<file path="src/design/humidity_sensor_frame_decoder_macros.svh">
// ---------------------------------------------------------------------------
// Assertion macros for the humidity sensor frame decoder
// ---------------------------------------------------------------------------
`ifndef HUMIDITY_SENSOR_FRAME_DECODER_MACROS_SVH
`define HUMIDITY_SENSOR_FRAME_DECODER_MACROS_SVH

// Checked property, suspended while reset is asserted
`define HSFD_ASSERT(label, clk, rst_n, prop, msg) \
    label: assert property (@(posedge clk) disable iff (!(rst_n)) (prop)) else $error(msg);

// Checked property that also holds through reset
`define HSFD_ASSERT_ALWAYS(label, clk, prop, msg) \
    label: assert property (@(posedge clk) (prop)) else $error(msg);

`endif

</file>
<file path="src/design/hsfd_pkg.sv">
// ---------------------------------------------------------------------------
// hsfd_pkg
// Types, constants and the CRC-8 helper shared by the frame decoder files.
// ---------------------------------------------------------------------------
package hsfd_pkg;

    // CRC-8, polynomial 0x31, start 0xFF, MSB first
    localparam logic [7:0] CRC_POLY = 8'h31;
    localparam logic [7:0] CRC_INIT = 8'hFF;
    localparam logic [7:0] CRC_MSB  = 8'h80;

    // Frame positions
    localparam logic [2:0] POS_T_HI  = 3'd0;
    localparam logic [2:0] POS_T_LO  = 3'd1;
    localparam logic [2:0] POS_T_CRC = 3'd2;
    localparam logic [2:0] POS_H_HI  = 3'd3;
    localparam logic [2:0] POS_H_LO  = 3'd4;
    localparam logic [2:0] POS_H_CRC = 3'd5;

    // Status codes
    localparam logic [1:0] STATUS_OK      = 2'd0;
    localparam logic [1:0] STATUS_T_CRC   = 2'd1;
    localparam logic [1:0] STATUS_H_CRC   = 2'd2;
    localparam logic [1:0] STATUS_INVALID = 2'd3;

    // Scaling: temp = ((4375*raw)>>14)-4500, hum = (625*raw)>>12
    localparam int TEMP_SCALE  = 4375;
    localparam int TEMP_SHIFT  = 14;
    localparam int TEMP_OFFSET = 4500;
    localparam int HUM_SCALE   = 625;
    localparam int HUM_SHIFT   = 12;
    localparam int TEMP_PROD_W = 29;
    localparam int HUM_PROD_W  = 26;

    // Queue between front and back
    localparam int QUEUE_PTR_W = 1;
    localparam int QUEUE_DEPTH = 1 << QUEUE_PTR_W;

    typedef struct packed {
        logic [7:0] data_byte;
        logic       frame_start;
    } t_in_word;

    typedef struct packed {
        logic signed [14:0] temperature_centi;
        logic        [13:0] humidity_centi;
        logic        [1:0]  status;
    } t_out_word;

    // One decoded frame waiting for scaling
    typedef struct packed {
        logic [15:0] temperature_raw;
        logic [15:0] humidity_raw;
        logic [1:0]  status;
    } t_job;

    // Queue flags seen by both sides
    typedef struct packed {
        logic full;
        logic empty;
    } t_q_stat;

    // Absorb one byte into the CRC, eight shift steps
    function automatic logic [7:0] crc8_byte(input logic [7:0] crc, input logic [7:0] b);
        logic [7:0] c;
        c = crc ^ b;
        for (int k = 0; k < 8; k++) begin
            if ((c & CRC_MSB) != 8'h00) begin
                c = (c << 1) ^ CRC_POLY;
            end else begin
                c = c << 1;
            end
        end
        return c;
    endfunction

endpackage

</file>
<file path="src/design/hsfd_front.sv">
// ---------------------------------------------------------------------------
// hsfd_front
// Tracks the frame position, runs the CRC and pushes one job per frame.
// ---------------------------------------------------------------------------
module hsfd_front (
    input  logic              i_clk,
    input  logic              i_rst_n,
    input  logic              i_in_valid,
    output logic              o_in_stall,
    input  hsfd_pkg::t_in_word i_in_word,
    input  hsfd_pkg::t_q_stat i_q_stat,
    output logic              o_push,
    output hsfd_pkg::t_job    o_job
);

    logic [2:0]  r_pos, n_pos;
    logic [7:0]  r_crc, n_crc;
    logic [15:0] r_t_raw, n_t_raw;
    logic [15:0] r_h_raw, n_h_raw;
    logic        r_t_good, n_t_good;
    logic        accept;
    logic [2:0]  pos;
    logic [7:0]  b;

    // Stall only while the queue has no room
    assign o_in_stall = i_q_stat.full;
    assign accept     = i_in_valid && !i_q_stat.full;
    assign b          = i_in_word.data_byte;
    assign pos        = (i_in_word.frame_start || (r_pos > hsfd_pkg::POS_H_CRC))
                        ? hsfd_pkg::POS_T_HI : r_pos;

    // Position decode
    always_comb begin
        n_pos    = r_pos;
        n_crc    = r_crc;
        n_t_raw  = r_t_raw;
        n_h_raw  = r_h_raw;
        n_t_good = r_t_good;
        o_push   = 1'b0;
        o_job.temperature_raw = r_t_raw;
        o_job.humidity_raw    = r_h_raw;
        if (!r_t_good) begin
            o_job.status = hsfd_pkg::STATUS_T_CRC;
        end else if (r_crc != b) begin
            o_job.status = hsfd_pkg::STATUS_H_CRC;
        end else begin
            o_job.status = hsfd_pkg::STATUS_OK;
        end
        if (accept) begin
            unique case (pos)
                hsfd_pkg::POS_T_HI: begin
                    n_t_raw = {b, 8'h00};
                    n_crc   = hsfd_pkg::crc8_byte(hsfd_pkg::CRC_INIT, b);
                    n_pos   = hsfd_pkg::POS_T_LO;
                end
                hsfd_pkg::POS_T_LO: begin
                    n_t_raw = {r_t_raw[15:8], b};
                    n_crc   = hsfd_pkg::crc8_byte(r_crc, b);
                    n_pos   = hsfd_pkg::POS_T_CRC;
                end
                hsfd_pkg::POS_T_CRC: begin
                    n_t_good = (r_crc == b);
                    n_crc    = hsfd_pkg::CRC_INIT;
                    n_pos    = hsfd_pkg::POS_H_HI;
                end
                hsfd_pkg::POS_H_HI: begin
                    n_h_raw = {b, 8'h00};
                    n_crc   = hsfd_pkg::crc8_byte(hsfd_pkg::CRC_INIT, b);
                    n_pos   = hsfd_pkg::POS_H_LO;
                end
                hsfd_pkg::POS_H_LO: begin
                    n_h_raw = {r_h_raw[15:8], b};
                    n_crc   = hsfd_pkg::crc8_byte(r_crc, b);
                    n_pos   = hsfd_pkg::POS_H_CRC;
                end
                default: begin
                    o_push = 1'b1;
                    n_crc  = hsfd_pkg::CRC_INIT;
                    n_pos  = hsfd_pkg::POS_T_HI;
                end
            endcase
        end
    end

    // State registers
    always_ff @(posedge i_clk) begin
        if (!i_rst_n) begin
            r_pos    <= hsfd_pkg::POS_T_HI;
            r_crc    <= hsfd_pkg::CRC_INIT;
            r_t_raw  <= 16'h0000;
            r_h_raw  <= 16'h0000;
            r_t_good <= 1'b0;
        end else begin
            r_pos    <= n_pos;
            r_crc    <= n_crc;
            r_t_raw  <= n_t_raw;
            r_h_raw  <= n_h_raw;
            r_t_good <= n_t_good;
        end
    end

endmodule

</file>
<file path="src/design/hsfd_queue.sv">
// ---------------------------------------------------------------------------
// hsfd_queue
// Short first-in first-out queue of decoded frames between front and back.
// ---------------------------------------------------------------------------
module hsfd_queue (
    input  logic              i_clk,
    input  logic              i_rst_n,
    input  logic              i_push,
    input  hsfd_pkg::t_job    i_job,
    input  logic              i_pop,
    output hsfd_pkg::t_job    o_job,
    output hsfd_pkg::t_q_stat o_q_stat
);

    localparam int CntW = hsfd_pkg::QUEUE_PTR_W + 1;

    hsfd_pkg::t_job                   r_mem [hsfd_pkg::QUEUE_DEPTH];
    logic [hsfd_pkg::QUEUE_PTR_W-1:0] r_wr, r_rd;
    logic [CntW-1:0]                  r_cnt;
    logic                             do_push, do_pop;

    assign o_q_stat.full  = (r_cnt == CntW'(hsfd_pkg::QUEUE_DEPTH));
    assign o_q_stat.empty = (r_cnt == '0);
    assign do_push        = i_push && !o_q_stat.full;
    assign do_pop         = i_pop && !o_q_stat.empty;
    assign o_job          = r_mem[r_rd];

    // Pointers and fill count
    always_ff @(posedge i_clk) begin
        if (!i_rst_n) begin
            r_wr  <= '0;
            r_rd  <= '0;
            r_cnt <= '0;
        end else begin
            if (do_push) begin
                r_wr <= r_wr + 1'b1;
            end
            if (do_pop) begin
                r_rd <= r_rd + 1'b1;
            end
            r_cnt <= r_cnt + CntW'(do_push) - CntW'(do_pop);
        end
    end

    // Entry storage
    always_ff @(posedge i_clk) begin
        if (do_push) begin
            r_mem[r_wr] <= i_job;
        end
    end

endmodule

</file>
<file path="src/design/hsfd_back.sv">
// ---------------------------------------------------------------------------
// hsfd_back
// Scales the raw values in two stages and holds the result word.
// ---------------------------------------------------------------------------
module hsfd_back (
    input  logic                i_clk,
    input  logic                i_rst_n,
    input  hsfd_pkg::t_q_stat   i_q_stat,
    input  hsfd_pkg::t_job      i_job,
    output logic                o_pop,
    output logic                o_out_valid,
    input  logic                i_out_stall,
    output hsfd_pkg::t_out_word o_out_word
);

    logic                           r_s1_valid;
    logic [hsfd_pkg::TEMP_PROD_W-1:0] r_t_prod;
    logic [hsfd_pkg::HUM_PROD_W-1:0]  r_h_prod;
    logic [1:0]                     r_s1_status;
    logic                           r_out_valid;
    hsfd_pkg::t_out_word            r_out_word, n_out_word;
    logic                           s1_move, s1_load;
    logic [15:0]                    t_sum;

    // Handshake between stages
    assign s1_move = r_s1_valid && (!r_out_valid || !i_out_stall);
    assign s1_load = !i_q_stat.empty && (!r_s1_valid || s1_move);
    assign o_pop   = s1_load;

    // Final shift, offset and zeroing on a bad CRC
    always_comb begin
        t_sum = 16'(r_t_prod >> hsfd_pkg::TEMP_SHIFT) - 16'(hsfd_pkg::TEMP_OFFSET);
        n_out_word.status = r_s1_status;
        if (r_s1_status == hsfd_pkg::STATUS_OK) begin
            n_out_word.temperature_centi = t_sum[14:0];
            n_out_word.humidity_centi    = 14'(r_h_prod >> hsfd_pkg::HUM_SHIFT);
        end else begin
            n_out_word.temperature_centi = '0;
            n_out_word.humidity_centi    = '0;
        end
    end

    // Valid flags
    always_ff @(posedge i_clk) begin
        if (!i_rst_n) begin
            r_s1_valid  <= 1'b0;
            r_out_valid <= 1'b0;
        end else begin
            if (s1_load) begin
                r_s1_valid <= 1'b1;
            end else if (s1_move) begin
                r_s1_valid <= 1'b0;
            end
            if (s1_move) begin
                r_out_valid <= 1'b1;
            end else if (!i_out_stall) begin
                r_out_valid <= 1'b0;
            end
        end
    end

    // Stage payloads: products, then result word
    always_ff @(posedge i_clk) begin
        if (s1_load) begin
            r_t_prod <= hsfd_pkg::TEMP_PROD_W'(hsfd_pkg::TEMP_SCALE)
                        * hsfd_pkg::TEMP_PROD_W'(i_job.temperature_raw);
            r_h_prod <= hsfd_pkg::HUM_PROD_W'(hsfd_pkg::HUM_SCALE)
                        * hsfd_pkg::HUM_PROD_W'(i_job.humidity_raw);
            r_s1_status <= i_job.status;
        end
        if (s1_move) begin
            r_out_word <= n_out_word;
        end
    end

    assign o_out_valid = r_out_valid;
    assign o_out_word  = r_out_word;

endmodule

</file>
<file path="src/design/humidity_sensor_frame_decoder.sv">
// ---------------------------------------------------------------------------
// humidity_sensor_frame_decoder
// Decodes six-byte temperature and humidity sensor replies into scaled values.
// ---------------------------------------------------------------------------
// Input channel: one reply byte per word (i_in_valid / o_in_stall); frame_start
// marks byte one and drops any partial frame. Bytes are taken one per cycle unless stalled.
// Output channel: one word per complete frame (o_out_valid / i_out_stall) with
// temperature in 0.01 C, humidity in 0.01 %RH and a CRC status; both values
// read zero when the status is not ok.
// After the edge that takes the sixth byte, the frame passes through the queue,
// the product stage and the output register before the result is valid.
// Throughput: one byte per cycle while o_in_stall is low, bounded by the front's
// CRC and position update; the back takes a new frame as the previous one moves on.
// A two-entry queue sits between front and back. When the receiver stalls, the
// output word holds, the back fills, then the queue; o_in_stall rises only
// once the queue is full.
// Reset clears the frame position, the CRC to 0xFF, the raw values, the queue
// and all valid flags.
// ---------------------------------------------------------------------------
`include "humidity_sensor_frame_decoder_macros.svh"

module humidity_sensor_frame_decoder (
    input  logic                i_clk,
    input  logic                i_rst_n,
    input  logic                i_in_valid,
    output logic                o_in_stall,
    input  hsfd_pkg::t_in_word  i_in_word,
    output logic                o_out_valid,
    input  logic                i_out_stall,
    output hsfd_pkg::t_out_word o_out_word
);

    hsfd_pkg::t_q_stat q_stat;
    hsfd_pkg::t_job    push_job, pop_job;
    logic              push, pop;

    // Front: frame parser and CRC
    hsfd_front u_front (
        .i_clk      (i_clk),
        .i_rst_n    (i_rst_n),
        .i_in_valid (i_in_valid),
        .o_in_stall (o_in_stall),
        .i_in_word  (i_in_word),
        .i_q_stat   (q_stat),
        .o_push     (push),
        .o_job      (push_job)
    );

    // Queue of decoded frames
    hsfd_queue u_queue (
        .i_clk    (i_clk),
        .i_rst_n  (i_rst_n),
        .i_push   (push),
        .i_job    (push_job),
        .i_pop    (pop),
        .o_job    (pop_job),
        .o_q_stat (q_stat)
    );

    // Back: scaling and output register
    hsfd_back u_back (
        .i_clk       (i_clk),
        .i_rst_n     (i_rst_n),
        .i_q_stat    (q_stat),
        .i_job       (pop_job),
        .o_pop       (pop),
        .o_out_valid (o_out_valid),
        .i_out_stall (i_out_stall),
        .o_out_word  (o_out_word)
    );

    // Checks
    `HSFD_ASSERT(a_bad_crc_zero, i_clk, i_rst_n, (o_out_valid && (o_out_word.status != hsfd_pkg::STATUS_OK)) |-> ((o_out_word.temperature_centi == '0) && (o_out_word.humidity_centi == '0)), "bad CRC word carries nonzero values")
    `HSFD_ASSERT(a_status_code, i_clk, i_rst_n, o_out_valid |-> (o_out_word.status != hsfd_pkg::STATUS_INVALID), "unused status code")
    `HSFD_ASSERT(a_no_push_full, i_clk, i_rst_n, push |-> !q_stat.full, "frame pushed into full queue")
    `HSFD_ASSERT_ALWAYS(a_reset_idle, i_clk, !i_rst_n |=> !o_out_valid, "output valid after reset")

endmodule
</file>
<file path="config.mk">
export PLATFORM = sky130hd
export DESIGN_NAME = humidity_sensor_frame_decoder
export DESIGN_NICKNAME = d
export VERILOG_FILES = /design/src/design/hsfd_pkg.sv /design/src/design/hsfd_front.sv /design/src/design/hsfd_queue.sv /design/src/design/hsfd_back.sv /design/src/design/humidity_sensor_frame_decoder.sv
export VERILOG_INCLUDE_DIRS = /design/src /design/src/design
export SDC_FILE = /design/constraint.sdc
export NUM_CORES = 1
export LEC_CHECK = 0
export ABC_AREA = 1
export BUFFER_PORTS_ARGS = -buffer_cell sky130_fd_sc_hd__buf_4
export CAP_MARGIN = 20
export CORE_MARGIN = 3
export CORE_UTILIZATION = 25
export CTS_CLUSTER_DIAMETER = 120
export DETAILED_ROUTE_END_ITERATION = 6
export PLACE_DENSITY = 0.49
export SLEW_MARGIN = 5
export SYNTH_ARGS = -nofsm -noshare
export SYNTH_HDL_FRONTEND = slang
export SYNTH_SLANG_ARGS = --single-unit
</file>
<file path="constraint.sdc">
create_clock -name i_clk -period 12.21 [get_ports i_clk]
set_clock_uncertainty 0.05 [all_clocks]
set_input_delay 3.663 -clock i_clk [delete_from_list [all_inputs] [get_ports i_clk]]
set_output_delay 3.663 -clock i_clk [all_outputs]
set_load 0.03 [all_outputs]
</file>
### Yosys cells after proc, flatten, opt, wreduce, memory -nomap -nowiden

Memory sizes are Yosys's and may differ from the RTL's. A register that Yosys moved wholly into a read port is not among the register bits.
Index checks and enable logic that the tools add are counted.

* flip-flop bits (word level): 138
* bits in latches: 0
* memory bits (writable): 68
* ROM bits: 0
* input bits: 13
* output and inout bits: 33
* word-level logic and storage cells: 197
* memories: 1

Memory list
* u_queue.r_mem: depth 2, width 34, rd ports 1, clocked after Yosys merged registers in 1, wr ports 1, line hsfd_queue.sv:17 `hsfd_pkg::t_job r_mem [hsfd_pkg::QUEUE_DEPTH];`

* add/subtract/negate cells: 5
* $mul: 2
* divide/modulo/power cells: 0
* $lt $le $gt $ge: 1
* eq/ne operators: 8
* shifts and indexed selects: 0
* multiplexer cells: 103
* bitwise gates (word level): 34
* reduce and logical (&&, ||, !) cells: 25

Operator list (number)
* 8-bit 2-to-1 mux: 56
* 6-bit 2-to-1 mux: 30
* 3-bit inverter: 30
* 16-bit one-hot mux with 2 select lines: 2
* 8-bit one-hot mux with 4 select lines: 1
* 13-bit by 16-bit multiplier with 29-bit output, first input constant: 1
* 10-bit by 16-bit multiplier with 26-bit output, first input constant: 1
* 3-bit one-hot mux with 5 select lines: 1
* 15-bit by 13-bit subtractor with 15-bit output, second input constant: 1
* 1-bit 2-to-1 mux: 10
* 8-bit equality test: 1
* 8-bit != test: 1
* 8-bit inverter: 1
* 8-bit XOR: 1
* 3-bit by 2-bit equality test with 1-bit output, second input constant: 2
* 2-bit AND reduction: 3
* 3-bit AND reduction: 2
* 2-bit nonzero test: 3
* 1-bit logical AND: 5
* 1-bit logical NOT: 5
* 5-bit OR reduction: 1
* 2-bit logical NOT: 2
* 2-bit 2-to-1 mux: 2
* 3-bit by 1-bit equality test with 1-bit output, second input constant: 1
* 11 further kinds: 15

### Logic depth before layout (Yosys ltp)

Gate-level depths: netlist (run 1).

* depth in word-level cells: 33
* depth in mapped cells: 25
* depth with buffers taken out: 24

### Modules after synthesis

From an unflattened synthesis (run 1), not the netlist that was laid out.

* cell total of the unflattened synthesis: 1503
* area total of the unflattened synthesis: 13808.2 sq um

Modules (own cells, without submodules)
* hsfd_back: instances 1, cells an instance 1003, area each 8538.2 sq um, seq. area each 1901.8 sq um
* hsfd_queue: instances 1, cells an instance 144, area each 2856.5 sq um, seq. area each 2142.1 sq um
* hsfd_front: instances 1, cells an instance 356, area each 2413.6 sq um, seq. area each 880.8 sq um

### Worst setup path after synthesis (run 1)

Ideal clock, no wire load.

* path type: in2reg
* start: input i_in_word[0] (netlist name)
* end: memory u_queue.r_mem[1][0] (netlist name) (enable)
* library setup time: 427 ps
* arrival time: 5757 ps
* required time: 11733 ps
* path slack: 5976 ps
* cell stages on the path: 7
* path buffers: 0
* path through: a21oi_4 > nand2_2 > inv_2 > nand2_1 > nor2_1 > inv_1 > nor2_1

* longest elaborated chain between the ends: 9
* elaborated cells between the ends (all ways): 13
* classes of those cells: eq/ne: 4; mux: 5; reduce/logical: 4

RTL lines
* start: declaration: line humidity_sensor_frame_decoder.sv:27 `input hsfd_pkg::t_in_word i_in_word,`
* 1-bit logical OR *: line hsfd_front.sv:29 `assign pos = (i_in_word.frame_start || (r_pos > hsfd_pkg::POS_H_CRC))`
* 3-bit 2-to-1 mux *: line hsfd_front.sv:30 `? hsfd_pkg::POS_T_HI : r_pos;`
* 3-bit by 2-bit equality test with 1-bit output (tied with other cells): line hsfd_front.sv:50 `unique case (pos)`
* 5-bit OR reduction (no source line) *
* 1-bit 2-to-1 mux *: line hsfd_front.sv:50
* 1-bit 2-to-1 mux *: line hsfd_front.sv:49 `if (accept) begin`
* 1-bit logical AND *: line hsfd_queue.sv:24 `assign do_push = i_push && !o_q_stat.full;`
* via u_queue.do_push: line hsfd_queue.sv:20 `logic do_push, do_pop;`
* 1-bit 2-to-1 mux *: line hsfd_queue.sv:47 `if (do_push) begin`
* 1-bit 2-to-1 mux (not written as such) *: line hsfd_queue.sv:48 `r_mem[r_wr] <= i_job;`
* end: declaration: line hsfd_queue.sv:17

The timed path passes the listed nets; every way through them passes the cells marked *.

### Worst setup path after layout (run 1)

* start: input i_in_word[0] (netlist name)
* end: memory u_queue.r_mem[1][28] (netlist name) (enable)

The elaborated chain is that of the path after synthesis.

==> results of run 1 <==
final cells by class:
type / count / share of cell area
Multi-Input combinational cell: 961 / 0.483
Clock buffer: 18 / 0.0286
Tap cell: 680 / 0.0568
Clock inverter: 14 / 0.0110
Sequential cell: 181 / 0.329
Timing Repair Buffer: 50 / 0.0251
Inverter: 265 / 0.0664
placed cells by master, fill, tap and decap left out, types with 5 or more instances in the layout:
| cell | n |
|---|---|
| buf_4 | 50 |
| xor2_1 | 26 |
| dfxtp_1 | 51 |
| nand2_1 | 291 |
| a21oi_1 | 109 |
| nand4_1 | 7 |
| clkbuf_16 | 17 |
| nor3_1 | 10 |
| edfxtp_1 | 130 |
| o21bai_1 | 6 |
| nand3_1 | 56 |
| o21ai_0 | 51 |
| mux2_2 | 17 |
| xnor2_1 | 13 |
| nor2_4 | 8 |
| nor2_1 | 79 |
| inv_2 | 7 |
| nand3b_1 | 5 |
| ha_1 | 166 |
| inv_1 | 257 |
| fa_1 | 78 |
Yosys cell counts (3+ instances only):
cell | instances | share of area
a21o_1 | 4 | 0.0023
a21oi_1 | 109 | 0.041
buf_2 | 6 | 0.0023
buf_4 | 5 | 0.0028
clkbuf_1 | 10 | 0.0028
dfxtp_1 | 51 | 0.077
edfxtp_1 | 130 | 0.29
fa_1 | 78 | 0.12
ha_1 | 166 | 0.16
inv_1 | 257 | 0.073
inv_2 | 7 | 0.0020
mux2_2 | 17 | 0.014
nand2_1 | 291 | 0.082
nand2_2 | 3 | 0.0014
nand3_1 | 56 | 0.021
nand3b_1 | 5 | 0.0028
nand4_1 | 7 | 0.0033
nor2_1 | 82 | 0.023
nor2_4 | 6 | 0.0051
nor3_1 | 10 | 0.0038
o211ai_1 | 3 | 0.0017
o21ai_0 | 51 | 0.019
o21ai_2 | 4 | 0.0026
o21bai_1 | 6 | 0.0034
or2_2 | 3 | 0.0014
xnor2_1 | 13 | 0.0086
xor2_1 | 26 | 0.017
worst reg2reg max path, delay by kind of cell, from the launching register on:
family / cells / cell delay, ns
fa+ha+maj: 6 / 2.46
compound gates: 5 / 1.20
buf+inv: 7 / 0.82
flops: 1 / 0.30
simple gates: 3 / 0.25
routing by layer:
metal,routed length [um],vias to the layer above,global-route usage
li1,-,4769,-
met1,14500,4211,0.146
met2,11900,129,0.156
met3,870,30,0.0193
met4,438,0,0.0297
met5,0,-,0
kinds of logic after synthesis:
group | Yosys count | share of synthesized area
DFF | 181 | 0.372
xor gates and xnor gates | 39 | 0.0258
AOI/OAI and AO/OA | 190 | 0.0800
adders and majority gates | 244 | 0.275
buffers and inverters | 286 | 0.0830
and+or+nand+nor | 471 | 0.150
muxes | 17 | 0.0144
worst max path at each step:
| stage | cells after the start | start | slack (ns) | end |
|---|---|---|---|---|
| 2_1_floorplan | 7 | i_in_word[0] | 5.98 | u_queue.r_mem[1][0] |
| 3_3_place_gp | 8 | i_in_word[0] | 6.39 | u_queue.r_mem[1][18] |
| 3_5_place_dp | 8 | i_in_word[0] | 6.34 | u_queue.r_mem[1][19] |
| 4_1_cts | 8 | i_in_word[0] | 6.83 | u_queue.r_mem[1][31] |
| 5_1_grt | 22 | register | 6.49 | u_back.r_t_prod[27] |
| 6_report | 8 | i_in_word[0] | 6.87 | u_queue.r_mem[1][28] |
stage by stage:
stage | instances | hold slack, ns | setup slack [ns]
global placement | 2137 | 0.387 | 6.39
finish | 2169 | 0.407 | 6.87
global route | 2169 | 0.425 | 6.49
CTS | 2169 | 0.405 | 6.83
detailed placement | 2137 | 0.391 | 6.34
floorplan | 1428 | 0.376 | 5.98
flip-flops by register name, summed over array words and instances, names as in the netlist, 3 cells and up, named ones only:
| register | count |
|---|---|
| u_front.r_pos | 3 |
| u_back.o_out_word | 31 |
| u_front.r_t_raw | 16 |
| u_back.r_t_prod | 15 |
| u_front.r_crc | 8 |
| u_back.r_h_prod | 14 |
| u_queue.r_mem | 68 |
| u_front.r_h_raw | 16 |
==> flow_metrics.env, run 1 <==
export IMPL_multi_input_area_mm2=0.00724
export IMPL_layout_drive_gt1_share=0.0873
export IMPL_syn_num_nets=1685
export IMPL_area_growth_pct=13.1
export IMPL_io_pin_count=46
export IMPL_register_area_mm2=0.00492
export IMPL_port_buffers=45
export IMPL_final_util=0.289
export IMPL_drc=0
export IMPL_grt_pass1_wl_um=46200
export IMPL_start_kind="input pin"
export IMPL_synthFlopType="edfxtp_1"
export IMPL_diodes=0
export IMPL_grt_overflow=0
export IMPL_crit_required_ns=12.22
export IMPL_finalCriticalPeriod_ns=5.34
export IMPL_worstReg2RegEnd="u_back.r_t_prod[21]"
export IMPL_path_cells="buf_4 > a21oi_4 > nand2_2 > inv_2 > nand2_1 > nor2_1 > inv_1 > nor2_4"
export IMPL_initial_utilization=0.256
export IMPL_min_to="u_queue.r_rd"
export IMPL_worst_pin_slew_ns=1.03
export IMPL_period_share=0.437
export IMPL_nFillCells=5458
export IMPL_final_nets=1733
export IMPL_cp_slowest_stage_delay_ns=0.79
export IMPL_crit_path_end_kind="register"
export IMPL_h_tree_depth=4
export IMPL_ant_nets=0
export IMPL_cts_tree="built"
export IMPL_tns_ns=0
export IMPL_path_buf_inv=3
export IMPL_path_max_fanout=35
export IMPL_cts_setup_buffers=0
export IMPL_yosysWarnings=0
export IMPL_grt_antenna_before_repair=1
export IMPL_grt_max_degree=52
export IMPL_dr_pass1_iters=5
export IMPL_wl_um=27700
export IMPL_clkSinkCount=181
export IMPL_numCtsBuffers=17
export IMPL_fmax_mhz=187
export IMPL_first_iter_violations=404
export IMPL_routed_via_density=4.21
export IMPL_postCtsResizedCells=0
export IMPL_clockBufferDepth=2
export IMPL_finalSetupViolations=0
export IMPL_grt_pass1_vias=9139
export IMPL_die_h_um=236
export IMPL_wl_per_cell_um=12.8
export IMPL_placementRows=83
export IMPL_dieWidth_um=236
export IMPL_hold_buffers=0
export IMPL_min_from="u_queue.r_rd"
export IMPL_finalMaxSlewViolations=0
export IMPL_ys_seq_area_frac=0.372
export IMPL_dpl_instance_area_mm2=0.0144
export IMPL_post_dp_hpwl_um=22200
export IMPL_syn_inst=1428
export IMPL_ys_async_sr_fraction=0
export IMPL_arrival_ns=5.35
export IMPL_cpMaxStageDelayCell="nor2_4"
export IMPL_hold_viol=0
export IMPL_grt_use_total=0.102
export IMPL_insertion_delay_ns=0.44
export IMPL_status="completed"
export IMPL_dieArea_mm2=0.0558
export IMPL_final_area_mm2=0.0150
export IMPL_reg2reg_slack_ns=6.90
export IMPL_cap_violations=0
export IMPL_syn_area_per_cell_um2=9.28
export IMPL_gp_congestion=0.831
export IMPL_syn_cell_area_mm2=0.0132
export IMPL_core_mm2=0.0518
export IMPL_reg2reg_depth=21
export IMPL_relSlewSlack=0.312
export IMPL_ys_ff_latch=181
export IMPL_vias=9139
export IMPL_path_delay_family="simple AND/OR/NAND/NOR gates"
export IMPL_synth_cell_types=45
export IMPL_cts_root_buffer="clkbuf_16"
export IMPL_worstHoldPathType="reg2reg"
export IMPL_crit_type="in2reg"
export IMPL_rsz0062_at_grt="false"
export IMPL_hold_depth=1
export IMPL_synth_edff_count=130
export IMPL_clk_pin_slew_ns=0.07
Power of run 1 is not shown: default switching activity piles up to over one toggle a cycle in this logic, so the estimate is an artifact.
==> run 2: changes to the inputs <==
--- a/config.mk
+++ b/config.mk
@@ -13,7 +13,7 @@
 export CORE_UTILIZATION = 25
 export CTS_CLUSTER_DIAMETER = 120
 export DETAILED_ROUTE_END_ITERATION = 6
-export PLACE_DENSITY = 0.49
+export PLACE_DENSITY = 0.5
 export SLEW_MARGIN = 5
 export SYNTH_ARGS = -nofsm -noshare
 export SYNTH_HDL_FRONTEND = slang
==> constraint.sdc (replaced) <==
create_clock -name i_clk -period 4.9 [get_ports i_clk]
set_clock_uncertainty 0.05 [all_clocks]
set_input_delay 1.47 -clock i_clk [delete_from_list [all_inputs] [get_ports i_clk]]
set_output_delay 1.47 -clock i_clk [all_outputs]
set_load 0.03 [all_outputs]
==> flow_metrics.env, run 2 (synthesis gave the netlist of run 1 again) <==
export IMPL_status="completed"
export IMPL_finalCriticalPeriod_ns=4.67
export IMPL_cts_tree="built"
export IMPL_clockBufferDepth=2
export IMPL_diodes=0
export IMPL_routed_via_density=4.20
export IMPL_rsz0062_at_grt="false"
export IMPL_placed_cells_incl_taps=2176
export IMPL_crit_required_ns=5.05
export IMPL_final_cell_count_no_fill=2212
export IMPL_hold_buffers=0
export IMPL_wl_um=28200
export IMPL_dr_pass1_iters=5
export IMPL_grt_pass1_wl_um=46800
export IMPL_finalMaxSlewViolations=0
export IMPL_grt_max_degree=37
export IMPL_path_max_fanout=12
export IMPL_port_buffers=45
export IMPL_wl_per_cell_um=12.8
export IMPL_period_share=0.953
export IMPL_cts_root_buffer="clkbuf_16"
export IMPL_vias=9300
export IMPL_grt_use_total=0.103
export IMPL_arrival_ns=4.82
export IMPL_clk_pin_slew_ns=0.08
export IMPL_worst_pin_slew_ns=0.973
export IMPL_dieWidth_um=236
export IMPL_start_kind="register"
export IMPL_insertion_delay_ns=0.46
export IMPL_relSlewSlack=0.350
export IMPL_gp_congestion=0.859
export IMPL_crit_path_end_kind="register"
export IMPL_dpl_instance_area_mm2=0.0147
export IMPL_first_iter_violations=381
export IMPL_grt_overflow=0
export IMPL_numCtsBuffers=17
export IMPL_final_cell_mix="nand2_1, inv_1, ha_1"
export IMPL_final_area_mm2=0.0155
export IMPL_layout_drive_gt1_share=0.137
export IMPL_finalSetupViolations=0
export IMPL_ant_nets=0
export IMPL_fmax_mhz=214
export IMPL_clkSinkCount=181
export IMPL_largest_reg_flops=68
export IMPL_mostFrequentLayoutCell="nand2_1"
export IMPL_regMostFlops="u_queue.r_mem"
export IMPL_whs_ns=0.408
export IMPL_hold_viol=0
export IMPL_post_dp_hpwl_um=22500
export IMPL_h_tree_depth=4
export IMPL_cap_violations=0
export IMPL_die_h_um=236
export IMPL_core_mm2=0.0518
export IMPL_final_nets=1776
export IMPL_worstHoldPathType="reg2reg"
export IMPL_tns_ns=0
export IMPL_reg2reg_slack_ns=0.23
export IMPL_grt_pass1_vias=9249
export IMPL_io_pin_count=46
export IMPL_drc=0
export IMPL_crit_type="reg2reg"
export IMPL_nFillCells=5420
export IMPL_placementRows=83
export IMPL_initial_utilization=0.256
export IMPL_dieArea_mm2=0.0558
export IMPL_area_growth_pct=16.9
export IMPL_grt_antenna_before_repair=0
[run 2: layer usage]
metal	wire length (um)	vias up	GRT usage
li1	-	4839	-
met2	12300	133	0.161
met3	1020	20	0.0227
met4	339	0	0.0222
met5	0	-	0
met1	14500	4308	0.146
[run 2: through the flow]
step / util / worst slack (ns)
2_1_floorplan: - / 0.0251
3_3_place_gp: 0.284 / -0.0723
3_5_place_dp: 0.284 / -0.0410
4_1_cts: 0.295 / 0.0127
5_1_grt: 0.299 / 0.00455
6_report: 0.299 / 0.229
[run 2: critical path, cell delays in order (launching register included)]
cell and delay (ns):
dfxtp_4 0.40, buf_12 0.15, mux2_4 0.36, ha_1 0.32, fa_1 0.47, ha_1 0.31
fa_1 0.49, inv_1 0.06, fa_1 0.54, inv_1 0.05, ha_1 0.32, a21o_1 0.21
o21bai_1 0.15, a21oi_1 0.16, nand2_2 0.12, nand2_1 0.09, nand2_1 0.08, nand2_1 0.06
nand2_1 0.05
[run 2: final timing paths]
check	start	endpoint	depth (start not counted)
worst max-delay path	register	u_back.r_t_prod[20]	18
worst min-delay path	u_front.r_t_raw[3]	u_queue.r_mem[0][21]	0
worst max register to register	register	u_back.r_t_prod[20]	18
worst min register to register	u_front.r_t_raw[3]	u_queue.r_mem[0][21]	0
[run 2: what timing repair did]
action,4_1_cts,5_1_grt
cloned,0,1
buffers inserted,0,3
pin swaps,0,4
hold endpoints to repair,0,0
endpoints found under the setup margin,5,27
gates resized for setup,3,58
[run 2: area by class of cell]
type / instances / area (um^2) / share of cell area
multi-input combinational: 961 / 7390 / 0.477
clock inverter: 14 / 161 / 0.0104
tap: 680 / 851 / 0.0549
clock buffer: 18 / 429 / 0.0277
sequential: 181 / 4930 / 0.318
inverter: 265 / 995 / 0.0642
timing repair buffer: 93 / 741 / 0.0478
Power of run 2 is left out for the same reason.
==> run 3: changes to the inputs <==
==> constraint.sdc (replaced) <==
create_clock -name i_clk -period 4.9 [get_ports i_clk]
set_clock_uncertainty 0.05 [all_clocks]
set_input_delay 0.49 -clock i_clk [delete_from_list [all_inputs] [get_ports i_clk]]
set_output_delay 0.49 -clock i_clk [all_outputs]
set_load 0.03 [all_outputs]
==> flow_metrics.env, run 3 (synthesis gave the netlist of run 1 again) <==
export IMPL_diodes=0
export IMPL_arrival_ns=4.82
export IMPL_grt_use_total=0.103
export IMPL_clockBufferDepth=2
export IMPL_met1Wirelength_um=14600
export IMPL_grt_overflow=0
export IMPL_post_dp_hpwl_um=22600
export IMPL_reg2reg_slack_ns=0.23
export IMPL_finalSetupViolations=0
export IMPL_path_max_fanout=12
export IMPL_routed_via_density=4.21
export IMPL_placed_cells_incl_taps=2175
export IMPL_layout_drive_gt1_share=0.141
export IMPL_final_util=0.300
export IMPL_insertion_delay_ns=0.44
export IMPL_drc=0
export IMPL_area_growth_pct=17.5
export IMPL_dr_pass1_iters=5
export IMPL_crit_type="reg2reg"
export IMPL_wl_um=28200
export IMPL_route_met3_wl_um=879
export IMPL_wl_per_cell_um=12.7
export IMPL_reg2reg_depth=18
export IMPL_clk_pin_slew_ns=0.07
export IMPL_whs_ns=0.259
export IMPL_cts_tree="built"
export IMPL_worst_pin_slew_ns=0.988
export IMPL_hold_viol=0
export IMPL_mostFrequentLayoutCell="nand2_1"
export IMPL_grt_pass1_vias=9389
export IMPL_vias=9330
export IMPL_final_nets=1779
export IMPL_dieArea_mm2=0.0558
export IMPL_hold_depth=2
export IMPL_numCtsBuffers=17
export IMPL_h_tree_depth=4
export IMPL_grt_pass1_wl_um=47100
export IMPL_grt_antenna_before_repair=0
export IMPL_cts_root_buffer="clkbuf_16"
export IMPL_final_cell_mix="nand2_1, inv_1, ha_1"
export IMPL_ant_nets=0
export IMPL_relSlewSlack=0.340
export IMPL_multi_input_area_mm2=0.00742
export IMPL_io_pin_count=46
export IMPL_status="completed"
export IMPL_cap_violations=0
export IMPL_crit_required_ns=5.05
export IMPL_largest_reg_flops=68
export IMPL_regMostFlops="u_queue.r_mem"
export IMPL_final_cell_count_no_fill=2215
export IMPL_placementRows=83
export IMPL_min_from="i_rst_n"
export IMPL_dpl_instance_area_mm2=0.0147
export IMPL_finalMaxSlewViolations=0
export IMPL_finalCriticalPeriod_ns=4.67
export IMPL_initial_utilization=0.256
export IMPL_grt_max_degree=37
export IMPL_worstHoldPathType="in2reg"
export IMPL_hold_buffers=0
export IMPL_crit_path_end_kind="register"
export IMPL_first_iter_violations=339
export IMPL_gp_congestion=0.859
export IMPL_port_buffers=45
export IMPL_core_mm2=0.0518
export IMPL_clkSinkCount=181
export IMPL_nFillCells=5445
export IMPL_register_area_mm2=0.00493
export IMPL_met2_length_um=12400
export IMPL_routed_top_layer="met4"
export IMPL_fmax_mhz=214
export IMPL_dieWidth_um=236
export IMPL_start_kind="register"
export IMPL_die_h_um=236
export IMPL_final_area_mm2=0.0156
export IMPL_period_share=0.953
-- run 3: area by class of cell --
type	instances	share of cell area
Timing Repair Buffer	96	0.0499
Inverter	265	0.0639
Clock buffer	18	0.0276
Sequential cell	181	0.317
Multi-Input combinational cell	961	0.477
Tap cell	680	0.0547
Clock inverter	14	0.0103
-- run 3: stage by stage --
| stage | setup slack (ns) | TNS [ns] |
|---|---|---|
| finish | 0.231 | 0 |
| global placement | -0.0727 | -0.236 |
| detailed placement | -0.0417 | -0.0782 |
| global route | -0.00983 | -0.0179 |
| floorplan | 0.0251 | 0 |
| CTS | 0.00128 | 0 |
-- run 3: final timing paths --
path	endpoint
max	u_back.r_t_prod[28]
min	u_front.r_crc[4]
max reg2reg	u_back.r_t_prod[28]
min reg2reg	u_queue.r_rd
-- run 3: routing by layer --
| layer | vias to the layer above | GRT usage |
|---|---|---|
| met3 | 19 | 0.0221 |
| met5 | - | 0 |
| met4 | 0 | 0.0227 |
| met2 | 118 | 0.163 |
| met1 | 4342 | 0.145 |
| li1 | 4851 | - |
-- run 3: worst max-delay path, stage by stage (launching register included) --
cell and delay (ns):
dfxtp_4 0.40, buf_12 0.15, mux2_4 0.36, ha_1 0.32, fa_1 0.47, ha_1 0.32
fa_1 0.49, inv_1 0.06, fa_1 0.54, inv_1 0.05, ha_1 0.32, a21o_1 0.21
o21bai_1 0.16, a21oi_1 0.17, nand2_2 0.12, nand2_1 0.09, nand2_1 0.08, nand2_1 0.06
nand2_1 0.04
-- run 3: timing repair --
item / CTS / global route
setup endpoints to repair: 6 / 26
pin swaps: 0 / 5
setup buffers: 0 / 6
gates cloned: 0 / 1
resized for setup: 3 / 62
Power of run 3 is left out for the same reason.
